--- src/rtl/fsd_pkg.sv ---
package fsd_pkg;

    localparam int ALT_WIDTH_DEF = 24;

    localparam int ALT_THR_W   = 23;
    localparam int ACCEL_W     = 16;
    localparam int TIMEOUT_W   = 32;
    localparam int ELAPSED_W   = 16;
    localparam int STAGE_W     = 3;
    localparam int CFG_DATA_W  = 32;
    localparam int CFG_INDEX_W = 2;

    typedef enum logic [STAGE_W-1:0] {
        STAGE_PAD     = 3'd0,
        STAGE_ASCENT  = 3'd1,
        STAGE_APOGEE  = 3'd2,
        STAGE_DESCENT = 3'd3,
        STAGE_LANDING = 3'd4
    } stage_t;

    typedef enum logic [CFG_INDEX_W-1:0] {
        REG_ALT_THR   = 2'd0,
        REG_ACCEL_THR = 2'd1,
        REG_TIMEOUT   = 2'd2
    } cfg_reg_t;

    localparam logic [ALT_THR_W-1:0]        ALT_THR_RESET   = 23'd500;
    localparam logic signed [ACCEL_W-1:0]   ACCEL_THR_RESET = -16'sd2000;
    localparam logic [TIMEOUT_W-1:0]        TIMEOUT_RESET   = 32'd600000;

    typedef struct packed {
        logic [ALT_THR_W-1:0]      alt_thr;
        logic signed [ACCEL_W-1:0] accel_thr;
        logic [TIMEOUT_W-1:0]      timeout;
    } cfg_t;

endpackage

--- src/rtl/flight_stage_detector_unit.sv ---
// channel   ports                                                   direction
// s_        s_valid s_ready s_elapsed_ms s_altitude_cm s_accel_vertical  in
// m_        m_valid m_ready m_stage m_peak_altitude_cm m_timed_out       out
// cfg_      cfg_we cfg_index cfg_data (write only, no wait)              in
//
// one request per cycle sustained while m_ready stays high; a result passes through the
// input register, then the result register with the stage logic between
// reset: stage launchpad, peak 0, timer cleared and disarmed, registers at defaults
// a stalled result holds the result register; the input register still takes one
// more request, after which s_ready drops until the result is taken
module flight_stage_detector_unit #(
    parameter int ALT_WIDTH = fsd_pkg::ALT_WIDTH_DEF
) (
    input  logic                               aclk,
    input  logic                               aresetn,
    input  logic                               s_valid,
    output logic                               s_ready,
    input  logic [fsd_pkg::ELAPSED_W-1:0]      s_elapsed_ms,
    input  logic signed [ALT_WIDTH-1:0]        s_altitude_cm,
    input  logic signed [fsd_pkg::ACCEL_W-1:0] s_accel_vertical,
    output logic                               m_valid,
    input  logic                               m_ready,
    output logic [fsd_pkg::STAGE_W-1:0]        m_stage,
    output logic signed [ALT_WIDTH-1:0]        m_peak_altitude_cm,
    output logic                               m_timed_out,
    input  logic                               cfg_we,
    input  logic [fsd_pkg::CFG_INDEX_W-1:0]    cfg_index,
    input  logic [fsd_pkg::CFG_DATA_W-1:0]     cfg_data
);
    import fsd_pkg::*;

    cfg_t cfg;

    logic                        in_valid_reg;
    logic [ELAPSED_W-1:0]        elapsed_reg;
    logic signed [ALT_WIDTH-1:0] alt_reg;
    logic signed [ACCEL_W-1:0]   accel_reg;

    logic                        out_valid_reg;
    stage_t                      stage_out_reg;
    logic signed [ALT_WIDTH-1:0] peak_out_reg;
    logic                        timed_out_reg;

    logic                        fire;
    stage_t                      stage_next;
    logic signed [ALT_WIDTH-1:0] peak_next;
    logic                        timed_out_next;

    assign fire    = in_valid_reg && (!out_valid_reg || m_ready);
    assign s_ready = !in_valid_reg || fire;

    fsd_cfg u_cfg (
        .aclk      (aclk),
        .aresetn   (aresetn),
        .cfg_we    (cfg_we),
        .cfg_index (cfg_index),
        .cfg_data  (cfg_data),
        .cfg       (cfg)
    );

    fsd_core #(
        .ALT_WIDTH (ALT_WIDTH)
    ) u_core (
        .aclk           (aclk),
        .aresetn        (aresetn),
        .cfg            (cfg),
        .fire           (fire),
        .elapsed_ms     (elapsed_reg),
        .altitude_cm    (alt_reg),
        .accel_vertical (accel_reg),
        .stage_next     (stage_next),
        .peak_next      (peak_next),
        .timed_out      (timed_out_next)
    );

    always_ff @(posedge aclk) begin
        if (!aresetn) begin
            in_valid_reg <= 1'b0;
        end else if (s_ready) begin
            in_valid_reg <= s_valid;
        end
    end

    always_ff @(posedge aclk) begin
        if (s_valid && s_ready) begin
            elapsed_reg <= s_elapsed_ms;
            alt_reg     <= s_altitude_cm;
            accel_reg   <= s_accel_vertical;
        end
    end

    always_ff @(posedge aclk) begin
        if (!aresetn) begin
            out_valid_reg <= 1'b0;
        end else if (fire) begin
            out_valid_reg <= 1'b1;
        end else if (m_ready) begin
            out_valid_reg <= 1'b0;
        end
    end

    always_ff @(posedge aclk) begin
        if (fire) begin
            stage_out_reg <= stage_next;
            peak_out_reg  <= peak_next;
            timed_out_reg <= timed_out_next;
        end
    end

    assign m_valid            = out_valid_reg;
    assign m_stage            = stage_out_reg;
    assign m_peak_altitude_cm = peak_out_reg;
    assign m_timed_out        = timed_out_reg;

    a_timeout_means_landing: assert property (@(posedge aclk) disable iff (!aresetn)
        out_valid_reg && timed_out_reg |-> stage_out_reg == STAGE_LANDING)
        else $error("timeout reported outside landing");

    a_fire_gives_result: assert property (@(posedge aclk) disable iff (!aresetn)
        fire |=> out_valid_reg)
        else $error("processed request produced no result");

    a_accept_fills_input: assert property (@(posedge aclk) disable iff (!aresetn)
        s_valid && s_ready |=> in_valid_reg)
        else $error("accepted request lost");

endmodule

--- src/rtl/fsd_cfg.sv ---
module fsd_cfg (
    input  logic                           aclk,
    input  logic                           aresetn,
    input  logic                           cfg_we,
    input  logic [fsd_pkg::CFG_INDEX_W-1:0] cfg_index,
    input  logic [fsd_pkg::CFG_DATA_W-1:0]  cfg_data,
    output fsd_pkg::cfg_t                  cfg
);
    import fsd_pkg::*;

    cfg_t cfg_reg;
    cfg_t cfg_next;

    always_comb begin
        cfg_next = cfg_reg;
        if (cfg_we) begin
            unique case (cfg_index)
                REG_ALT_THR:   cfg_next.alt_thr   = cfg_data[ALT_THR_W-1:0];
                REG_ACCEL_THR: cfg_next.accel_thr = signed'(cfg_data[ACCEL_W-1:0]);
                REG_TIMEOUT:   cfg_next.timeout   = cfg_data[TIMEOUT_W-1:0];
                default:       cfg_next = cfg_reg;
            endcase
        end
    end

    always_ff @(posedge aclk) begin
        if (!aresetn) begin
            cfg_reg.alt_thr   <= ALT_THR_RESET;
            cfg_reg.accel_thr <= ACCEL_THR_RESET;
            cfg_reg.timeout   <= TIMEOUT_RESET;
        end else begin
            cfg_reg <= cfg_next;
        end
    end

    assign cfg = cfg_reg;

endmodule

--- src/rtl/fsd_core.sv ---
module fsd_core #(
    parameter int ALT_WIDTH = fsd_pkg::ALT_WIDTH_DEF
) (
    input  logic                               aclk,
    input  logic                               aresetn,
    input  fsd_pkg::cfg_t                      cfg,
    input  logic                               fire,
    input  logic [fsd_pkg::ELAPSED_W-1:0]      elapsed_ms,
    input  logic signed [ALT_WIDTH-1:0]        altitude_cm,
    input  logic signed [fsd_pkg::ACCEL_W-1:0] accel_vertical,
    output fsd_pkg::stage_t                    stage_next,
    output logic signed [ALT_WIDTH-1:0]        peak_next,
    output logic                               timed_out
);
    import fsd_pkg::*;

    // wide enough for altitude, the unsigned threshold and peak minus threshold
    localparam int CMP_W = ((ALT_WIDTH > ALT_THR_W) ? ALT_WIDTH : ALT_THR_W) + 2;

    stage_t                      stage_reg;
    logic signed [ALT_WIDTH-1:0] peak_reg;
    logic [TIMEOUT_W-1:0]        since_reg;
    logic                        armed_reg;
    logic [TIMEOUT_W-1:0]        since_next;
    logic                        armed_next;

    logic [TIMEOUT_W:0]      sum;
    logic [TIMEOUT_W-1:0]    since_sat;
    logic signed [CMP_W-1:0] alt_x;
    logic signed [CMP_W-1:0] thr_x;
    logic signed [CMP_W-1:0] peak_x;
    stage_t                  stage_mid;

    assign sum       = {1'b0, since_reg} + {{(TIMEOUT_W+1-ELAPSED_W){1'b0}}, elapsed_ms};
    assign since_sat = sum[TIMEOUT_W] ? {TIMEOUT_W{1'b1}} : sum[TIMEOUT_W-1:0];
    assign alt_x     = CMP_W'(altitude_cm);
    assign thr_x     = signed'({{(CMP_W-ALT_THR_W){1'b0}}, cfg.alt_thr});

    always_comb begin
        since_next = since_reg;
        armed_next = armed_reg;
        timed_out  = 1'b0;
        stage_mid  = stage_reg;
        peak_next  = peak_reg;
        // timeout check runs before the stage step
        if (armed_reg) begin
            since_next = since_sat;
            if (since_sat > cfg.timeout) begin
                stage_mid = STAGE_LANDING;
                timed_out = 1'b1;
            end
        end
        stage_next = stage_mid;
        peak_x     = CMP_W'(peak_reg);
        unique case (stage_mid)
            STAGE_PAD: begin
                if (alt_x > thr_x || accel_vertical < cfg.accel_thr) begin
                    stage_next = STAGE_ASCENT;
                end
            end
            STAGE_ASCENT: begin
                if (altitude_cm > peak_reg) begin
                    peak_next = altitude_cm;
                end
                peak_x = CMP_W'(peak_next);
                if (alt_x < peak_x - thr_x) begin
                    stage_next = STAGE_APOGEE;
                end
            end
            STAGE_APOGEE: begin
                stage_next = STAGE_DESCENT;
                since_next = '0;
                armed_next = 1'b1;
            end
            default: begin
                stage_next = stage_mid;
            end
        endcase
    end

    always_ff @(posedge aclk) begin
        if (!aresetn) begin
            stage_reg <= STAGE_PAD;
            peak_reg  <= '0;
            since_reg <= '0;
            armed_reg <= 1'b0;
        end else if (fire) begin
            stage_reg <= stage_next;
            peak_reg  <= peak_next;
            since_reg <= since_next;
            armed_reg <= armed_next;
        end
    end

    // timer only runs once apogee has passed
    a_armed_after_apogee: assert property (@(posedge aclk) disable iff (!aresetn)
        armed_reg |-> (stage_reg == STAGE_DESCENT || stage_reg == STAGE_LANDING))
        else $error("timer armed before apogee");

    a_landing_final: assert property (@(posedge aclk) disable iff (!aresetn)
        fire && stage_reg == STAGE_LANDING |=> stage_reg == STAGE_LANDING)
        else $error("left landing stage");

    a_peak_only_in_ascent: assert property (@(posedge aclk) disable iff (!aresetn)
        !(fire && stage_reg == STAGE_ASCENT) |=> $stable(peak_reg))
        else $error("peak changed outside ascent");

endmodule
--- config.mk ---
export PLATFORM = sky130hd
export DESIGN_NAME = flight_stage_detector_unit
export DESIGN_NICKNAME = d
export VERILOG_FILES = /design/src/rtl/fsd_pkg.sv /design/src/rtl/flight_stage_detector_unit.sv /design/src/rtl/fsd_cfg.sv /design/src/rtl/fsd_core.sv
export SDC_FILE = /design/constraint.sdc
export NUM_CORES = 1
export LEC_CHECK = 0
export BUFFER_PORTS_ARGS = -buffer_cell sky130_fd_sc_hd__buf_2
export CAP_MARGIN = 0
export CORE_MARGIN = 2
export CORE_UTILIZATION = 40
export DETAILED_ROUTE_END_ITERATION = 12
export PLACE_DENSITY_LB_ADDON = 0.3
export SETUP_SLACK_MARGIN = 0.1
export SLEW_MARGIN = 20
export SYNTH_ARGS = -nofsm -noshare
export SYNTH_HDL_FRONTEND = slang
export SYNTH_SLANG_ARGS = --single-unit
--- constraint.sdc ---
create_clock -name aclk -period 11.8 [get_ports aclk]
set_input_delay 0.59 -clock aclk [delete_from_list [all_inputs] [get_ports aclk]]
set_output_delay 0.59 -clock aclk [all_outputs]
set_load 0.01 [all_outputs]
==> impl_metrics.py <==
metrics = {
    "status": {
        "status": "finished, final reports clean",
    },
    "pwr": {
        "worst_ir_drop_vdd_v": 0.00009678,
        "power_leakage_uw": 0.006402,
        "p_per_area_mw_per_mm2": 127.2,
    },
    "routing": {
        "drc_errors": 0,
        "firstDrtPassIters": 5,
        "drt_wl_total_um": 32320,
        "vias": 10430,
        "via_per_inst": 5.261,
        "routedWlPerCell_um": 16.31,
        "drt-initial-drc-count": 536,
        "ant_nets": 0,
    },
    "worst_setup_path": {
        "worstPathMaxFanout": 27,
        "critPathMaxStageDelay_ns": 0.52,
        "critPathTopFamily": "compound AO/OA/AOI/OAI gates",
        "rrSetupSlack_ns": 4.89,
        "crit_path_start": "alt_reg[23]",
        "cp_num_buf_inv": 0,
        "worstPathArrival_ns": 7.18,
        "end_kind": "flip-flop",
        "r2r_end": "m_stage[0]",
        "r2r-start": "alt_reg[23]",
        "critPathCapture": "m_stage[0]",
        "crit_type": "reg -> reg",
        "crit_cells": 27,
        "reg2reg_depth": 27,
        "cp.required_ns": 12.07,
        "cpMaxStageDelayCell": "edfxtp_1",
        "cp-start-kind": "flip-flop",
    },
    "synth": {
        "yosys_warnings": 0,
        "ys.flop_type": "dfxtp_1",
        "synth-edff-count": 84,
        "synthesis.nets": 1661,
        "avgSynthCellArea_um2": 9.321,
        "synth_seq_cells": 217,
        "ys_seq_area_share_pct": 39.53,
        "async_reset_ff_share_pct": 0,
        "netlist_instances": 1407,
        "ys_types": 76,
        "syn_area_mm2": 0.01312,
    },
    "sta": {
        "hold_violations": 0,
        "grt_setup_unrepaired": "false",
        "fmax_ghz": 0.1446,
        "fin_setup_tns_ns": 0,
        "drv_slew": 0,
        "setup_viol": 0,
        "relSlewSlack_pct": 31.49,
        "period_share_pct": 58.60,
        "clock_skew_ns": 0.01412,
        "worst_pin_slew_ns": 1.027,
        "whs_ns": 0.2303,
        "fin_crit_ns": 6.915,
    },
    "floorplanning": {
        "ios": 125,
        "core_area_mm2": 0.03237,
        "fp-row-count": 66,
        "die_w_um": 185.1,
        "start_util_pct": 40.51,
        "die-area_mm2": 0.03425,
        "fp.dieH_um": 185.1,
    },
    "grt": {
        "use_met2_pct": 32.49,
        "grt_start_max_net_pins": 91,
        "use_met1_pct": 25.01,
        "grt_most_used_layer": "met2",
        "first_global_vias": 10070,
        "grt_util_met3_pct": 2.281,
        "antenna_found_initial": 0,
        "grt_usage_pct": 18.89,
        "grt_first_pass_wirelength_um": 51970,
        "gr-total-overflow": 0,
    },
    "clock_network": {
        "cts.htree.levels": 1,
        "clk_latency_ns": 0.54,
        "root_buffer": "clkbuf_16",
        "cts_tree": "built",
        "cts_setup_buffers": 0,
        "clk_pin_slew_worst_paths_ns": 0.07,
        "postCtsHoldBufs": 0,
        "cts_max_path_buffers": 3,
        "cts-buffers-inserted": 26,
        "ctsResizeCount": 0,
        "cts_sinks": 217,
    },
    "layout": {
        "n_fill_cell": 3184,
        "layout_common_cells": "229 x nand2_1, 157 x ha_1, 133 x dfxtp_1",
        "n_antenna_cell": 0,
        "final_nets": 1774,
        "syn_to_final_growth_pct": 14.55,
        "seq_area_mm2": 0.005185,
        "drive_gt1_share_pct": 15.91,
        "multi_input_area_mm2": 0.007259,
        "final_common_cell": "nand2_1",
        "instances_no_fill": 1982,
        "largest_reg_flops": 71,
    },
    "worst_hold_path": {
        "hp-class": "in -> reg",
        "min_from": "s_accel_vertical[4]",
    },
    "placement": {
        "port_buffers": 124,
        "place_inst": 1933,
        "post-dp-hpwl_um": 23750,
        "globalplace.congestion": 0.8835,
    },
    "job": {
        "cap_violations": 0,
    },
}
-- layout make-up --
class                      instances  area share, %
timing repair buffer             135          4.706
sequential                       217          34.51
inverter                         120          2.998
multi-input combinational       1020          48.32
clock buffer                      37          5.297
tap                              442          3.681
clock inverter                    11         0.4831
-- how the worst min path moves through the flow --
stage	cells after the start	slack, ns	endpoint
final	1	0.23	accel_reg[4]
after global placement	2	0.44	u_cfg.cfg[63]
after floorplan	2	0.44	u_core.since_reg[0]
after CTS	1	0.20	elapsed_reg[2]
after detailed placement	2	0.45	u_cfg.cfg[41]
after global routing	1	0.21	elapsed_reg[10]
-- metal layers --
layer	wire (um)	vias up
met5	0	-
met4	869	0
met3	1211	57
met2	15260	202
met1	14980	4887
li1	-	5281
-- report_power, final --
group / internal (uW) / leakage, uW / switching (uW)
combinational: 124 / 0.00408 / 169
sequential: 807 / 0.00190 / 17.0
clock: 470 / 0.000415 / 323
total: 1400 / 0.00640 / 509
-- cell usage after synthesis, drive strengths merged, types with 3 or more instances --
library cell    n  area share [%]
nand4          23             1.1
o211ai         31             1.8
a211oi         14            0.84
o21ai          48             1.9
o21bai          5            0.29
or2             4            0.19
nand2         229             6.6
and2            7            0.33
nand3          22            0.84
a21o           35             2.0
xnor2          22             1.5
inv           120             3.4
nor2b          15            0.72
or3             9            0.43
nor4            4            0.19
nor3            9            0.34
a22oi          13            0.74
mux2           50             4.3
dfxtp         133              20
nor2           45             1.3
clkbuf         39             1.1
nand2b         10            0.48
ha            157              15
a311o           3            0.23
a21boi          4            0.23
buf            11            0.76
xor2           14            0.93
a31oi          14            0.67
nor3b           4            0.31
and3            5            0.24
o21a           13            0.74
a21oi         127             4.9
and4            4            0.27
mux2i          26             2.0
a32o           11            0.84
o22ai           5            0.24
edfxtp         84              19
o2111ai         3            0.20
-- kinds of logic (layout without fill, tap and decap cells) --
family          count (synthesis)  in the layout  synth area share (%)
compound gates                350            350                 17.24
xor+xnor                       36             36                 2.404
fa+ha+maj                     159            159                 15.28
buf+inv                       170            303                 5.314
flops                         217            217                 39.53
mux                            76             76                 6.306
simple gates                  399            399                 13.92
-- through the flow --
stage	utilization, %	setup slack, ns	cell area [um^2]	total power (uW)
after floorplan	-	5.723	13120	1043
after global placement	43.69	5.141	14140	1125
after detailed placement	43.69	4.961	14140	1131
after CTS	46.37	4.918	15010	1932
after global routing	46.41	4.247	15020	2003
final	46.41	4.885	15020	1911
No activity file was read; power rests on OpenSTA's default activity.
